===== config.mk =====
export PLATFORM = sky130hd
export DESIGN_NAME = letter_row_clustering_flat
export DESIGN_NICKNAME = d
export VERILOG_FILES = /design/src/rtl/lrc_pkg.sv /design/src/rtl/lrc_if.sv /design/src/rtl/lrc_row_mem.sv /design/src/rtl/letter_row_clustering.sv /design/src/flat_wrapper.sv
export SDC_FILE = /design/constraint.sdc
export NUM_CORES = 1
export LEC_CHECK = 0
export BUFFER_PORTS_ARGS = -buffer_cell sky130_fd_sc_hd__buf_4
export CAP_MARGIN = 20
export CORE_MARGIN = 4
export CORE_UTILIZATION = 35
export DETAILED_ROUTE_END_ITERATION = 8
export PLACE_DENSITY = 0.61
export SYNTH_ARGS = -nofsm -noshare
export SYNTH_HDL_FRONTEND = slang
export SYNTH_SLANG_ARGS = --single-unit

===== constraint.sdc =====
create_clock -name i_clk -period 10.3 [get_ports i_clk]
set_input_delay 0.515 -clock i_clk [delete_from_list [all_inputs] [get_ports i_clk]]
set_output_delay 0.515 -clock i_clk [all_outputs]
set_load 0.02 [all_outputs]

===== src/rtl/lrc_pkg.sv =====
// lrc_pkg: shared constants, types and state codes of the letter row clustering block
`default_nettype none

package lrc_pkg;

    localparam int MAX_ROWS        = 32;
    localparam int MAX_ROW_LETTERS = 255;
    localparam int ROW_TOLERANCE   = 10;

    localparam int Y_W       = 12;
    localparam int TOL_W     = 8;
    localparam int ROW_IDX_W = $clog2(MAX_ROWS);
    localparam int ROW_CNT_W = $clog2(MAX_ROWS + 1);
    localparam int COUNT_W   = 8;

    localparam logic ACT_ADD   = 1'b0;
    localparam logic ACT_CLEAR = 1'b1;

    typedef struct packed {
        logic [Y_W-1:0]     ref_y;
        logic [COUNT_W-1:0] count;
    } t_row_entry;

    typedef struct packed {
        logic                 en;
        logic [ROW_IDX_W-1:0] addr;
        t_row_entry           data;
    } t_mem_wr;

    typedef enum logic [1:0] {
        S_IDLE,
        S_SCAN,
        S_DONE
    } t_state;

endpackage

`default_nettype wire


===== src/rtl/lrc_if.sv =====
// lrc_if: handshake channels for letters, results and the tolerance register
`default_nettype none

interface lrc_item_if;
    logic        valid;
    logic        ready;
    logic        action;
    logic [11:0] top_y;

    modport source (output valid, action, top_y, input ready);
    modport sink   (input valid, action, top_y, output ready);
endinterface

interface lrc_result_if;
    logic       valid;
    logic       ready;
    logic [4:0] row_index;
    logic       new_row;
    logic       dropped;
    logic [5:0] row_count;
    logic [7:0] col_count;

    modport source (output valid, row_index, new_row, dropped, row_count, col_count,
                    input ready);
    modport sink   (input valid, row_index, new_row, dropped, row_count, col_count,
                    output ready);
endinterface

interface lrc_cfg_if;
    logic       valid;
    logic       ready;
    logic [7:0] join_tol;

    modport source (output valid, join_tol, input ready);
    modport sink   (input valid, join_tol, output ready);
endinterface

`default_nettype wire


===== src/rtl/lrc_row_mem.sv =====
// lrc_row_mem: row table memory, one write port and one registered read port
`default_nettype none

module lrc_row_mem
    import lrc_pkg::*;
(
    input  wire logic                 i_clk,
    input  wire t_mem_wr              i_wr,
    input  wire logic [ROW_IDX_W-1:0] i_rd_addr,
    output t_row_entry                o_rd_data
);

    t_row_entry r_mem [MAX_ROWS];
    t_row_entry r_rd_data;

    always_ff @(posedge i_clk) begin
        if (i_wr.en) begin
            r_mem[i_wr.addr] <= i_wr.data;
        end
        r_rd_data <= r_mem[i_rd_addr];
    end

    assign o_rd_data = r_rd_data;

endmodule

`default_nettype wire


===== src/rtl/letter_row_clustering.sv =====
// letter_row_clustering: top level, row search sequencer over the row table memory
// a clear goes from idle straight to the done state; a letter first compares the stored rows
// in the scan state (at most 32), one per cycle from the memory port, unless the table is empty
// a new letter or clear is accepted only in idle, after the done state has passed its result on
// reset: synchronous active low, empties the row table and sets the tolerance to 10;
// the row memory is not cleared, entries at or above the row count are never compared
`default_nettype none

module letter_row_clustering
    import lrc_pkg::*;
(
    input  wire logic     i_clk,
    input  wire logic     i_rst_n,
    lrc_item_if.sink      i_item,
    lrc_cfg_if.sink       i_cfg,
    lrc_result_if.source  o_result
);

    t_state               r_state, n_state;
    logic [TOL_W-1:0]     r_tol;
    logic [ROW_CNT_W-1:0] r_rows_used;
    logic [COUNT_W-1:0]   r_widest;
    logic [Y_W-1:0]       r_y, n_y;
    logic [ROW_IDX_W-1:0] r_cmp_idx, n_cmp_idx;
    logic [ROW_IDX_W-1:0] r_idx, n_idx;
    logic [Y_W-1:0]       r_ref, n_ref;
    logic [COUNT_W-1:0]   r_cnt, n_cnt;
    logic                 r_wr_en, n_wr_en;
    logic                 r_new, n_new;
    logic                 r_drop, n_drop;
    logic                 r_clear, n_clear;
    logic                 r_out_valid;
    logic [4:0]           r_out_idx;
    logic                 r_out_new;
    logic                 r_out_drop;
    logic [5:0]           r_out_rows;
    logic [7:0]           r_out_cols;

    t_mem_wr              w_wr;
    logic [ROW_IDX_W-1:0] w_rd_addr;
    t_row_entry           w_rd;
    logic [Y_W-1:0]       w_dist;
    logic                 w_match;
    logic                 w_last;
    logic                 w_full;
    logic                 w_out_free;
    logic                 w_finish;
    logic [COUNT_W-1:0]   w_new_cnt;
    logic [COUNT_W-1:0]   w_widest;
    logic [ROW_CNT_W-1:0] w_rows;

    lrc_row_mem u_row_mem (
        .i_clk     (i_clk),
        .i_wr      (w_wr),
        .i_rd_addr (w_rd_addr),
        .o_rd_data (w_rd)
    );

    assign i_item.ready = (r_state == S_IDLE);
    assign i_cfg.ready  = 1'b1;

    assign w_rd_addr = (r_state == S_IDLE) ? '0 : r_cmp_idx + ROW_IDX_W'(1);

    assign w_dist  = (r_y >= w_rd.ref_y) ? r_y - w_rd.ref_y : w_rd.ref_y - r_y;
    assign w_match = (w_dist <= Y_W'(r_tol));
    assign w_last  = ({1'b0, r_cmp_idx} + ROW_CNT_W'(1)) == r_rows_used;
    assign w_full  = (r_rows_used == ROW_CNT_W'(MAX_ROWS));

    assign w_out_free = !r_out_valid || o_result.ready;
    assign w_finish   = (r_state == S_DONE) && w_out_free;

    assign w_new_cnt = (r_cnt < COUNT_W'(MAX_ROW_LETTERS)) ? r_cnt + COUNT_W'(1) : r_cnt;

    always_comb begin
        if (r_clear) begin
            w_widest = '0;
            w_rows   = '0;
        end else begin
            w_widest = (r_wr_en && (w_new_cnt > r_widest)) ? w_new_cnt : r_widest;
            w_rows   = r_rows_used + ROW_CNT_W'(r_new);
        end
    end

    always_comb begin
        w_wr.en         = w_finish && r_wr_en;
        w_wr.addr       = r_idx;
        w_wr.data.ref_y = r_ref;
        w_wr.data.count = w_new_cnt;
    end

    // search sequencer
    always_comb begin
        n_state   = r_state;
        n_y       = r_y;
        n_cmp_idx = r_cmp_idx;
        n_idx     = r_idx;
        n_ref     = r_ref;
        n_cnt     = r_cnt;
        n_wr_en   = r_wr_en;
        n_new     = r_new;
        n_drop    = r_drop;
        n_clear   = r_clear;
        unique case (r_state)
            S_IDLE: begin
                if (i_item.valid) begin
                    n_y       = i_item.top_y;
                    n_cmp_idx = '0;
                    n_idx     = '0;
                    n_ref     = i_item.top_y;
                    n_cnt     = '0;
                    n_drop    = 1'b0;
                    if (i_item.action == ACT_CLEAR) begin
                        n_clear = 1'b1;
                        n_wr_en = 1'b0;
                        n_new   = 1'b0;
                        n_state = S_DONE;
                    end else if (r_rows_used == '0) begin
                        n_clear = 1'b0;
                        n_wr_en = 1'b1;
                        n_new   = 1'b1;
                        n_state = S_DONE;
                    end else begin
                        n_clear = 1'b0;
                        n_wr_en = 1'b0;
                        n_new   = 1'b0;
                        n_state = S_SCAN;
                    end
                end
            end
            S_SCAN: begin
                if (w_match) begin
                    n_idx   = r_cmp_idx;
                    n_ref   = w_rd.ref_y;
                    n_cnt   = w_rd.count;
                    n_wr_en = 1'b1;
                    n_state = S_DONE;
                end else if (w_last) begin
                    if (w_full) begin
                        n_drop  = 1'b1;
                        n_idx   = '0;
                    end else begin
                        n_idx   = r_rows_used[ROW_IDX_W-1:0];
                        n_ref   = r_y;
                        n_cnt   = '0;
                        n_wr_en = 1'b1;
                        n_new   = 1'b1;
                    end
                    n_state = S_DONE;
                end else begin
                    n_cmp_idx = r_cmp_idx + ROW_IDX_W'(1);
                end
            end
            S_DONE: begin
                if (w_out_free) begin
                    n_state = S_IDLE;
                end
            end
            default: begin
                n_state = S_IDLE;
            end
        endcase
    end

    always_ff @(posedge i_clk) begin
        if (!i_rst_n) begin
            r_state     <= S_IDLE;
            r_tol       <= TOL_W'(ROW_TOLERANCE);
            r_rows_used <= '0;
            r_widest    <= '0;
            r_out_valid <= 1'b0;
            r_wr_en     <= 1'b0;
            r_new       <= 1'b0;
            r_drop      <= 1'b0;
            r_clear     <= 1'b0;
        end else begin
            r_state <= n_state;
            r_wr_en <= n_wr_en;
            r_new   <= n_new;
            r_drop  <= n_drop;
            r_clear <= n_clear;
            if (i_cfg.valid) begin
                r_tol <= i_cfg.join_tol;
            end
            if (w_finish) begin
                r_rows_used <= w_rows;
                r_widest    <= w_widest;
                r_out_valid <= 1'b1;
            end else if (o_result.ready) begin
                r_out_valid <= 1'b0;
            end
        end
    end

    always_ff @(posedge i_clk) begin
        r_y       <= n_y;
        r_cmp_idx <= n_cmp_idx;
        r_idx     <= n_idx;
        r_ref     <= n_ref;
        r_cnt     <= n_cnt;
        if (w_finish) begin
            r_out_idx  <= r_idx;
            r_out_new  <= r_new;
            r_out_drop <= r_drop;
            r_out_rows <= w_rows;
            r_out_cols <= w_widest;
        end
    end

    assign o_result.valid     = r_out_valid;
    assign o_result.row_index = r_out_idx;
    assign o_result.new_row   = r_out_new;
    assign o_result.dropped   = r_out_drop;
    assign o_result.row_count = r_out_rows;
    assign o_result.col_count = r_out_cols;

endmodule

`default_nettype wire

===== src/flat_wrapper.sv =====
// flat-port wrapper written by rule: the top's interface ports become plain ports
module letter_row_clustering_flat import lrc_pkg::*;
  (i_clk, i_rst_n, i_item_valid, i_item_action, i_item_top_y, i_item_ready, i_cfg_valid, i_cfg_join_tol, i_cfg_ready, o_result_valid, o_result_row_index, o_result_new_row, o_result_dropped, o_result_row_count, o_result_col_count, o_result_ready);
  lrc_item_if i_item_i ();
  lrc_cfg_if i_cfg_i ();
  lrc_result_if o_result_i ();
  input  wire logic i_clk;
  input  wire logic i_rst_n;
  input wire logic [$bits(i_item_i.valid)-1:0] i_item_valid;
  input wire logic [$bits(i_item_i.action)-1:0] i_item_action;
  input wire logic [$bits(i_item_i.top_y)-1:0] i_item_top_y;
  output wire logic [$bits(i_item_i.ready)-1:0] i_item_ready;
  input wire logic [$bits(i_cfg_i.valid)-1:0] i_cfg_valid;
  input wire logic [$bits(i_cfg_i.join_tol)-1:0] i_cfg_join_tol;
  output wire logic [$bits(i_cfg_i.ready)-1:0] i_cfg_ready;
  output wire logic [$bits(o_result_i.valid)-1:0] o_result_valid;
  output wire logic [$bits(o_result_i.row_index)-1:0] o_result_row_index;
  output wire logic [$bits(o_result_i.new_row)-1:0] o_result_new_row;
  output wire logic [$bits(o_result_i.dropped)-1:0] o_result_dropped;
  output wire logic [$bits(o_result_i.row_count)-1:0] o_result_row_count;
  output wire logic [$bits(o_result_i.col_count)-1:0] o_result_col_count;
  input wire logic [$bits(o_result_i.ready)-1:0] o_result_ready;
  assign i_item_i.valid = i_item_valid;
  assign i_item_i.action = i_item_action;
  assign i_item_i.top_y = i_item_top_y;
  assign i_item_ready = i_item_i.ready;
  assign i_cfg_i.valid = i_cfg_valid;
  assign i_cfg_i.join_tol = i_cfg_join_tol;
  assign i_cfg_ready = i_cfg_i.ready;
  assign o_result_valid = o_result_i.valid;
  assign o_result_row_index = o_result_i.row_index;
  assign o_result_new_row = o_result_i.new_row;
  assign o_result_dropped = o_result_i.dropped;
  assign o_result_row_count = o_result_i.row_count;
  assign o_result_col_count = o_result_i.col_count;
  assign o_result_i.ready = o_result_ready;
  letter_row_clustering u_core (.i_clk(i_clk), .i_rst_n(i_rst_n), .i_item(i_item_i), .i_cfg(i_cfg_i), .o_result(o_result_i));
endmodule

==> results of run 1 <==
[layout make-up]
cell class | instances | area, um2 | share of cell area, %
timing repair buffer | 112 | 888 | 2.46
inverter | 50 | 188 | 0.519
multi-input combinational | 1375 | 9020 | 25.0
tap | 1176 | 1470 | 4.07
clock buffer | 100 | 2050 | 5.69
clock inverter | 37 | 419 | 1.16
sequential | 752 | 22100 | 61.1
[synth_stat cells, drive strengths merged (3+ instances only)]
library cell | number | area share (%)
nand3 | 47 | 0.74
xor2 | 15 | 0.41
edfxtp | 703 | 67
buf | 33 | 0.53
nor4 | 4 | 0.13
nor2 | 114 | 1.4
o22ai | 4 | 0.079
mux2 | 81 | 2.9
a221oi | 4 | 0.11
a31oi | 47 | 0.93
a21o | 10 | 0.24
nand2 | 341 | 4.0
mux4 | 6 | 0.43
xnor2 | 9 | 0.25
nand3b | 3 | 0.071
and3 | 31 | 0.61
dfxtp | 49 | 3.1
a211oi | 72 | 1.7
nand2b | 8 | 0.16
o221ai | 23 | 0.64
o21a | 4 | 0.095
o21ai | 74 | 1.2
nor3 | 18 | 0.28
a21oi | 163 | 2.6
o211ai | 5 | 0.12
inv | 50 | 0.59
mux2i | 101 | 3.2
a221o | 5 | 0.16
and2 | 11 | 0.22
a311oi | 54 | 1.5
ha | 43 | 1.7
clkbuf | 123 | 1.5
nand4 | 9 | 0.18
nor2b | 47 | 0.93
[kinds of logic after synthesis]
kind of cell	count (synthesis)
AOI/OAI and AO/OA	472
xor gates and xnor gates	24
adders and majority gates	45
buffers and inverters	206
DFF	752
muxes	188
other	1
and+or+nand+nor	645
[stage by stage]
step                area (um2)  util (%)  power [mW]  cells  worst slack (ps)
finish                   36100      40.2        6.91   3602              4750
global route             36100      40.2        7.14   3602              4290
CTS                      36100      40.2        6.95   3599              4540
detailed placement       33600      37.4        4.20   3462              4610
global placement         33600      37.4        4.19   3462              4730
floorplan                31700         -        3.96   2333              5240
[worst max-delay path: cells and delay by family (launching register included)]
family,cells,cell delay (ps)
multiplexers,2,440
AO/OA/AOI/OAI,7,1910
AND/OR/NAND/NOR,6,970
flip-flops,1,420
adder cells (fa/ha/maj),3,840
XOR/XNOR,1,150
buffers and inverters,3,420
[power breakdown]
group          total [mW]  switching (mW)  internal (mW)
sequential           3.43          0.0327           3.40
combinational       0.721           0.486          0.236
clock                2.76            1.16           1.59
total                6.91            1.68           5.22
[worst paths after layout]
check	from	end	slack [ps]	cells past startpoint
worst max-delay path	u_core.r_y[0]$_DFFE_PP_	u_core.r_cmp_idx[2]$_SDFFCE_PN0P_	4750	22
worst min-delay path	i_item_top_y[10]	u_core.r_y[10]$_DFFE_PP_	80	1
worst max register to register	u_core.r_y[0]$_DFFE_PP_	u_core.r_cmp_idx[2]$_SDFFCE_PN0P_	4750	22
worst min register to register	u_core.r_drop$_SDFFE_PN0P_	u_core.o_result.dropped$_DFFE_PP_	480	0
[flip-flops by register name, indices dropped and copies added (netlist names), 6 cells and up]
| register | flops |
|---|---|
| u_core.r_tol | 8 |
| u_core.o_result.col_count | 8 |
| u_core.r_cnt | 8 |
| u_core.r_ref | 12 |
| u_core.r_widest | 8 |
| u_core.r_y | 12 |
| u_core.u_row_mem.o_rd_data | 20 |
| u_core.r_rows_used | 6 |
| u_core.u_row_mem.r_mem | 640 |
| u_core.o_result.row_count | 6 |
[metal layers]
layer  up-vias  routed length [um]  global-route usage (%)
met4         0                3030                    7.04
met2       850               38600                    27.4
li1       8834                   -                       -
met5         -                   0                   0.148
met1      9931               35400                    23.2
met3       133                6330                    3.09
==> flow_summary_export.csv, run 1 <==
group,metric,value,unit
status,status,"finished clean",
logic_synthesis,ys.flop_type,"edfxtp_1",
critical_path,cp.arrival,5800,ps
sta,setup_viol,0,
floorplan,core,89900,um2
sta,finalSetupTns,0,ps
logic_synthesis,ys_seq_area_share,69.8,%
sta,maxSlewHeadroom,34.7,%
power,p_leak,12.2,nW
clock_network,htree_levels,3,
placed_design,portBuffers,48,
sta,clock.fmax,180,MHz
clock_network,cts_sinks,752,
critical_path,path_max_fanout,30,
route,avgViaCountPerCell,5.48,
grt,grt_pass1_wl,123000,um
logic_synthesis,synth-compound-area-share,9.62,%
logic_synthesis,avgSynthCellArea,13.6,um2
critical_path,slowest_delay,570,ps
min_path,hp-class,"input port to flip-flop",
logic_synthesis,muxShareOfSynthArea,6.50,%
logic_synthesis,synth_area,31700,um2
grt,grt_max_degree,126,
logic_synthesis,synth-xor-area-share,0.664,%
logic_synthesis,synth_cell_types,59,
critical_path,crit_chain,"inv_1 > ha_1 > inv_1 > fa_1 > a21o_1 > a21oi_1 > a2111oi_4 > nor2_4 > mux2i_1 > a221o_1 > a221o_1 > xor2_1 > ha_1 > nand4_1 > nor2_1 > nor2_1 > a211oi_1 > mux2i_1 > nor4_4 > buf_4 > nand2b_1 > o21ai_0",
cells_and_area,drive_gt1_share,15.0,%
clock_network,cts_tree,"done",
placed_design,gp_congestion,0.878,
logic_synthesis,syn_nets,2404,
floorplan,row_count,110,
logic_synthesis,synth_cells,2333,
grt,globalRouteTotalUtil,17.1,%
cells_and_area,num-nets-final,2439,
critical_path,critPathCaptureType,"flip-flop",
logic_synthesis,synth_top_family_by_area,"compound AO/OA/AOI/OAI gates",
clock_network,cts.reportedPaths.clkPinSlew,60,ps
sta,worstMarginPinSlew,977,ps
critical_path,cp_slowest_cell,"o21ai_0",
logic_synthesis,synthSimpleGateAreaFrac,9.04,%
critical_path,crit_required,10550,ps
cells_and_area,syn2layout_area_growth,14.1,%
sta,fin_skew,22.9,ps
logic_synthesis,synth_edf_count,703,
sta,hold_ws,83.7,ps
route,antenna_left,0,
logic_synthesis,ys_warn_count,0,
cells_and_area,fillerInstances,8120,
clock_network,numCtsBuffers,77,
floorplan,die_w,309,um
clock_network,postCtsSetupRepairBufs,0,
floorplan,die_h,309,um
grt,gr-total-overflow,0,
route,wire_per_inst,23.1,um
placed_design,dp_hpwl,46000,um
grt,antenna_found_initial,3,
clock_network,cts_buffer_depth,3,
flow_run,drv_cap,0,
grt,grt_pass1_vias,19400,
sta,fin_crit,5550,ps
sta,post-route-period-util,53.9,%
route,dr.pass1.iters,8,
power,irDropWorstVdd,0.000127,V
route,drc_errors,0,
route,drt_wl_total,83300,um
floorplan,die_area,95400,um2
clock_network,clockRootBuffer,"clkbuf_16",
floorplan,start_util,35.2,%
logic_synthesis,synthAdderAreaFrac,1.83,%
route,vias,19700,
logic_synthesis,synth_seq_cells,752,
floorplan,pin_count,50,
power,power_density,191,nW/um2
clock_network,cts_hold_buffers,0,
cells_and_area,layout_common_cells,"edfxtp_1 (703), nand2_1 (339), a21oi_1 (161)",
sta,maxSlewViolCount,0,
sta,rsz0062_at_grt,"false",
cells_and_area,n_antenna_cell,0,
logic_synthesis,async_flop_share,0,%
critical_path,start_kind,"flip-flop",
cells_and_area,final_common_cell,"edfxtp_1",
clock_network,clock_latency,640,ps
sta,hold_viol,0,
critical_path,worst-setup-path-type,"flip-flop to flip-flop",
clock_network,cts_resized,0,
route,first_iter_violations,1948,
No activity file was read; power rests on OpenSTA's default activity.
==> inputs of run 2 (changes only) <==
ABC_AREA = 1   (was not set)
PLACE_DENSITY = 0.63   (was 0.61)
clock period = 4.5 ns   (was 10.3 ns; I/O delays follow)
==> flow_summary_export.csv, run 2 <==
group,metric,value,unit
status,status,"finished clean",
grt,grt.met1_usage,22.6,%
logic_synthesis,synth_cells,2534,
sta,setup_ws,371,ps
placed_design,placedCellCount,3689,
power,p_total,26.3,mW
grt,top_usage_layer,"met2",
floorplan,die_area,94000,um2
logic_synthesis,muxShareOfSynthArea,0.0682,%
logic_synthesis,ys.flop_type,"edfxtp_1",
cells_and_area,fin_util,41.3,%
route,antenna_left,0,
cells_and_area,fillerInstances,8143,
critical_path,start_kind,"flip-flop",
logic_synthesis,synthSimpleGateAreaFrac,9.83,%
cells_and_area,syn2layout_area_growth,17.0,%
logic_synthesis,async_flop_share,0,%
sta,fin_skew,20.3,ps
sta,setup_viol,0,
grt,globalRouteTotalUtil,16.5,%
logic_synthesis,synthTopCellsByCount,"edfxtp_1 (703), nor2_1 (437), o21ai_0 (328), nand2_1 (187), inv_1 (145)",
floorplan,die_h,307,um
logic_synthesis,yosysMostFrequentCell,"edfxtp_1",
grt,grt_max_degree,171,
logic_synthesis,synthTopCellsByArea,"edfxtp_1 (68%), o21ai_0 (5.3%), nor2_1 (5.3%)",
sta,post-route-period-util,91.8,%
cells_and_area,layout.cells.non_filler,3876,
sta,hold_viol,0,
cells_and_area,regArea,22100,um2
floorplan,pin_count,50,
floorplan,core,88400,um2
floorplan,die_w,307,um
sta,maxSlewViolCount,0,
grt,antenna_found_initial,1,
route,wire_per_inst,20.6,um
grt,grtUsageMet2,27.0,%
sta,hold_ws,45.6,ps
logic_synthesis,ys_seq_area_share,70.8,%
route,drc_errors,0,
cells_and_area,layout_common_cells,"edfxtp_1 (703), nor2_1 (402), o21ai_0 (326)",
route,first_iter_violations,1836,
clock_network,cts_tree,"done",
logic_synthesis,synth_top_family_by_area,"compound AO/OA/AOI/OAI gates",
logic_synthesis,synth_largest_area_cell,"edfxtp_1",
logic_synthesis,synth_top_area_share,67.7,%
clock_network,cts.reportedPaths.clkPinSlew,60,ps
clock_network,numCtsBuffers,77,
clock_network,clock_latency,620,ps
cells_and_area,num-nets-final,2723,
cells_and_area,multi_input_area,8040,um2
critical_path,path_max_fanout,5,
cells_and_area,top_register,"u_core.u_row_mem.r_mem",
logic_synthesis,syn_nets,2605,
min_path,hp-class,"input port to flip-flop",
placed_design,portBuffers,48,
power,irDropWorstVdd,0.000604,V
sta,worstMarginPinSlew,1150,ps
clock_network,clockRootBuffer,"clkbuf_16",
critical_path,critPathCaptureType,"flip-flop",
critical_path,crit_required,4830,ps
logic_synthesis,synth_seq_cells,752,
placed_design,dp_hpwl,45900,um
floorplan,row_count,109,
critical_path,cp.arrival,4460,ps
cells_and_area,largest_reg_flops,640,
placed_design,gp_congestion,0.816,
logic_synthesis,synth-compound-area-share,13.0,%
cells_and_area,fin_area,36500,um2
sta,rsz0062_at_grt,"false",
route,dr.pass1.iters,7,
sta,finalSetupTns,0,ps
logic_synthesis,synthAdderAreaFrac,1.85,%
clock_network,htree_levels,3,
logic_synthesis,synth_cell_types,50,
cells_and_area,drive_gt1_share,13.1,%
route,vias,20600,
power,p_leak,12.6,nW
logic_synthesis,ys_warn_count,0,
clock_network,cts_sinks,752,
flow_run,drv_cap,0,
logic_synthesis,avgSynthCellArea,12.3,um2
placed_design,post-place-ws,207,ps
grt,gr-total-overflow,0,
placed_design,place_area,33400,um2
route,drt_wl_total,79700,um
grt,grt_pass1_vias,19600,
route,avgViaCountPerCell,5.31,
clock_network,cts_buffer_depth,3,
power,power_density,720,nW/um2
sta,fin_crit,4130,ps
grt,grt_pass1_wl,120000,um
sta,clock.fmax,242,MHz
critical_path,worst-setup-path-type,"flip-flop to flip-flop",
grt,use_met3,2.62,%
logic_synthesis,synth-xor-area-share,0.534,%
floorplan,start_util,35.3,%
logic_synthesis,synth_edf_count,703,
logic_synthesis,synth_area,31200,um2
cells_and_area,final_common_cell,"edfxtp_1",
sta,maxSlewHeadroom,23.5,%
cells_and_area,n_antenna_cell,0,
## run 2: layout make-up
type,count,share of cell area (%)
Clock inverter,35,1.08
Timing Repair Buffer,186,4.90
Inverter,155,1.63
Tap cell,1165,4.00
Multi-Input combinational cell,1480,22.0
Clock buffer,103,5.80
Sequential cell,752,60.6
## run 2: report_power, final
part / total, mW / switching [mW] / internal [mW]
clock network: 6.37 / 2.60 / 3.77
logic: 10.6 / 7.29 / 3.30
registers: 9.29 / 0.466 / 8.83
## run 2: path summary, 6_finish.rpt
check                           slack (ps)                       endpoint  depth (start not counted)                       start
worst max-delay path                   370  u_core.r_cnt[1]$_SDFFCE_PN0P_                         26     u_core.r_y[0]$_DFFE_PP_
worst min register to register         450     u_core.r_drop$_SDFFE_PN0P_                          2  u_core.r_drop$_SDFFE_PN0P_
worst min-delay path                    50   u_core.r_tol[5]$_SDFFE_PN0P_                          3                 i_cfg_valid
worst max register to register         370  u_core.r_cnt[1]$_SDFFCE_PN0P_                         26     u_core.r_y[0]$_DFFE_PP_
## run 2: what timing repair did
| item | CTS | global route |
|---|---|---|
| gates resized for setup | 0 | 8 |
| endpoints found under the setup margin | 0 | 39 |
| hold endpoints to repair | 48 | 0 |
| hold buffers | 35 | 0 |
| buffers inserted | 0 | 6 |
## run 2: kinds of logic after synthesis
| group | count (synthesis) |
|---|---|
| buf+inv | 302 |
| simple gates | 748 |
| fa+ha+maj | 45 |
| compound gates | 665 |
| flops | 752 |
| mux | 2 |
| xor+xnor | 19 |
| other cells | 1 |
## run 2: per-layer routing
layer	routed length, um	vias to the layer above
met4	1760	0
met2	37800	774
met5	0	-
li1	-	9526
met1	34200	10200
met3	5930	96
## run 2: worst max-delay path: stages (launching register included)
cell and delay [ps]:
edfxtp_1 390, inv_1 90, ha_1 160, inv_1 60, fa_1 380, inv_1 100, nor2_2 60, nor2_4 90
nand2_1 70, nand2_2 90, nand3_2 70, or2_2 290, o21ai_2 90, o221ai_2 130, xnor2_1 190, inv_1 60
ha_1 290, a21oi_1 150, nor2_1 50, nor2_1 80, nand3_1 80, o21ai_1 80, nand2_1 110, nor2_4 120
nand4_1 170, nand2_4 210, clkbuf_16 170
==> inputs of run 3 (changes only) <==
CORE_UTILIZATION = 27   (was 35)
PLACE_DENSITY = 0.54   (was 0.63)
==> flow_summary_export.csv, run 3 (synthesis gave the netlist of run 2 again) <==
group,metric,value,unit
status,status,"finished clean",
flow_run,drv_cap,0,
power,irDropWorstVdd,0.000835,V
cells_and_area,num-nets-final,2722,
cells_and_area,fin_util,32.2,%
power,p_leak,12.6,nW
clock_network,clockRootBuffer,"clkbuf_16",
critical_path,path_max_fanout,5,
min_path,hp-class,"input port to flip-flop",
floorplan,pin_count,50,
floorplan,die_w,348,um
placed_design,dp_hpwl,47700,um
route,drc_errors,0,
floorplan,core,115000,um2
route,antenna_left,0,
cells_and_area,layout.cells.non_filler,4226,
sta,fin_crit,4160,ps
clock_network,clock_latency,620,ps
grt,grt_max_degree,181,
sta,maxSlewViolCount,0,
floorplan,start_util,27.2,%
placed_design,gp_congestion,0.826,
clock_network,cts_buffer_depth,3,
clock_network,numCtsBuffers,79,
critical_path,slowest_delay,380,ps
route,avgViaCountPerCell,4.84,
sta,fin_skew,15.8,ps
sta,clock.fmax,240,MHz
grt,grt_pass1_wl,125000,um
clock_network,cts_sinks,752,
grt,antenna_found_initial,1,
critical_path,cp.arrival,4490,ps
route,dr.pass1.iters,5,
clock_network,cts_tree,"done",
placed_design,portBuffers,48,
cells_and_area,drive_gt1_share,13.0,%
critical_path,critPathCaptureType,"flip-flop",
floorplan,die_h,348,um
critical_path,cp_num_buf_inv,5,
critical_path,cp_slowest_cell,"edfxtp_1",
sta,hold_ws,44.4,ps
floorplan,die_area,121000,um2
cells_and_area,multi_input_area,8040,um2
critical_path,crit_top_cell,"inv_1",
grt,gr-total-overflow,0,
placed_design,placedCellCount,4033,
grt,grt_pass1_vias,19600,
route,vias,20500,
critical_path,start_kind,"flip-flop",
sta,hold_viol,0,
floorplan,row_count,124,
sta,setup_viol,0,
cells_and_area,regArea,22100,um2
clock_network,htree_levels,3,
cells_and_area,layout_common_cells,"edfxtp_1 (703), nor2_1 (402), o21ai_0 (327)",
power,power_density,713,nW/um2
clock_network,cts.reportedPaths.clkPinSlew,60,ps
cells_and_area,largest_reg_flops,640,
sta,worstMarginPinSlew,1160,ps
cells_and_area,top_register,"u_core.u_row_mem.r_mem",
sta,maxSlewHeadroom,22.6,%
route,wire_per_inst,19.7,um
route,first_iter_violations,1722,
critical_path,worst-setup-path-type,"flip-flop to flip-flop",
route,drt_wl_total,83400,um
critical_path,critical-path-top-delay-family,"simple AND/OR/NAND/NOR gates",
sta,post-route-period-util,92.5,%
grt,globalRouteTotalUtil,13.4,%
cells_and_area,syn2layout_area_growth,18.3,%
critical_path,crit_required,4830,ps
cells_and_area,final_common_cell,"edfxtp_1",
cells_and_area,fillerInstances,11400,
-- run 3: cell count changes in the layout (fill, tap and decap cells not counted), sizes merged --
cell / previous run / this run
clkinv: 22 / 32
clkbuf: 104 / 100
bufinv: 8 / 5
buf: 150 / 146
inv: 158 / 161
diode: 0 / 1
-- run 3: layer usage --
layer  vias up  part of all wire [%]  global-route usage, %
met5         -                     0                      0
met4         0                   1.9                   3.52
met3       116                   6.5                   2.51
met2       615                    46                   21.5
met1     10200                    45                   18.6
li1       9525                     -                      -
-- run 3: metrics by stage --
step	setup slack, ps	power [mW]	TNS [ps]	cell area [um2]
2_1_floorplan	309	15.8	0	31200
3_3_place_gp	263	19.8	0	33700
3_5_place_dp	209	19.8	0	33700
4_1_cts	198	26.2	0	36600
5_1_grt	-2.86	27.9	-2.86	36900
6_report	339	26.3	0	36900
-- run 3: path summary, 6_finish.rpt --
check | startpoint | end | slack, ps | cells after the start
setup / recovery | u_core.r_y[0]$_DFFE_PP_ | u_core.r_cnt[7]$_SDFFCE_PN0P_ | 340 | 26
hold / removal | i_cfg_valid | u_core.r_tol[5]$_SDFFE_PN0P_ | 40 | 3
setup reg to reg | u_core.r_y[0]$_DFFE_PP_ | u_core.r_cnt[7]$_SDFFCE_PN0P_ | 340 | 26
hold reg to reg | u_core.r_tol[5]$_SDFFE_PN0P_ | u_core.r_tol[5]$_SDFFE_PN0P_ | 470 | 2
-- run 3: where the power goes --
part | switching (mW) | internal, mW
sequential | 0.476 | 8.83
combinational | 7.40 | 3.29
clock | 2.72 | 3.59
total | 10.6 | 15.7
-- run 3: worst reg2reg max path: cells and delay by family, from the launching register on --
kind,cells,cell delay [ps]
AOI/OAI and AO/OA,4,490
and+or+nand+nor,13,1520
xor gates and xnor gates,1,180
adders and majority gates,3,810
DFF,1,380
buffers and inverters,5,490
-- run 3: area by class of cell --
| cell class | instances | area share (%) |
|---|---|---|
| multi-input combinational | 1480 | 21.8 |
| timing repair buffer | 183 | 4.89 |
| clock inverter | 45 | 1.08 |
| tap | 1512 | 5.13 |
| sequential | 752 | 59.9 |
| clock buffer | 98 | 5.63 |
| antenna | 1 | 0.00678 |
| inverter | 155 | 1.61 |
-- run 3: what timing repair did --
| item | 4_1_cts | 5_1_grt |
|---|---|---|
| setup endpoints to repair | 0 | 43 |
| setup buffers | 0 | 2 |
| endpoints found under the hold margin | 48 | 0 |
| resized for setup | 0 | 7 |
| hold buffers | 35 | 0 |
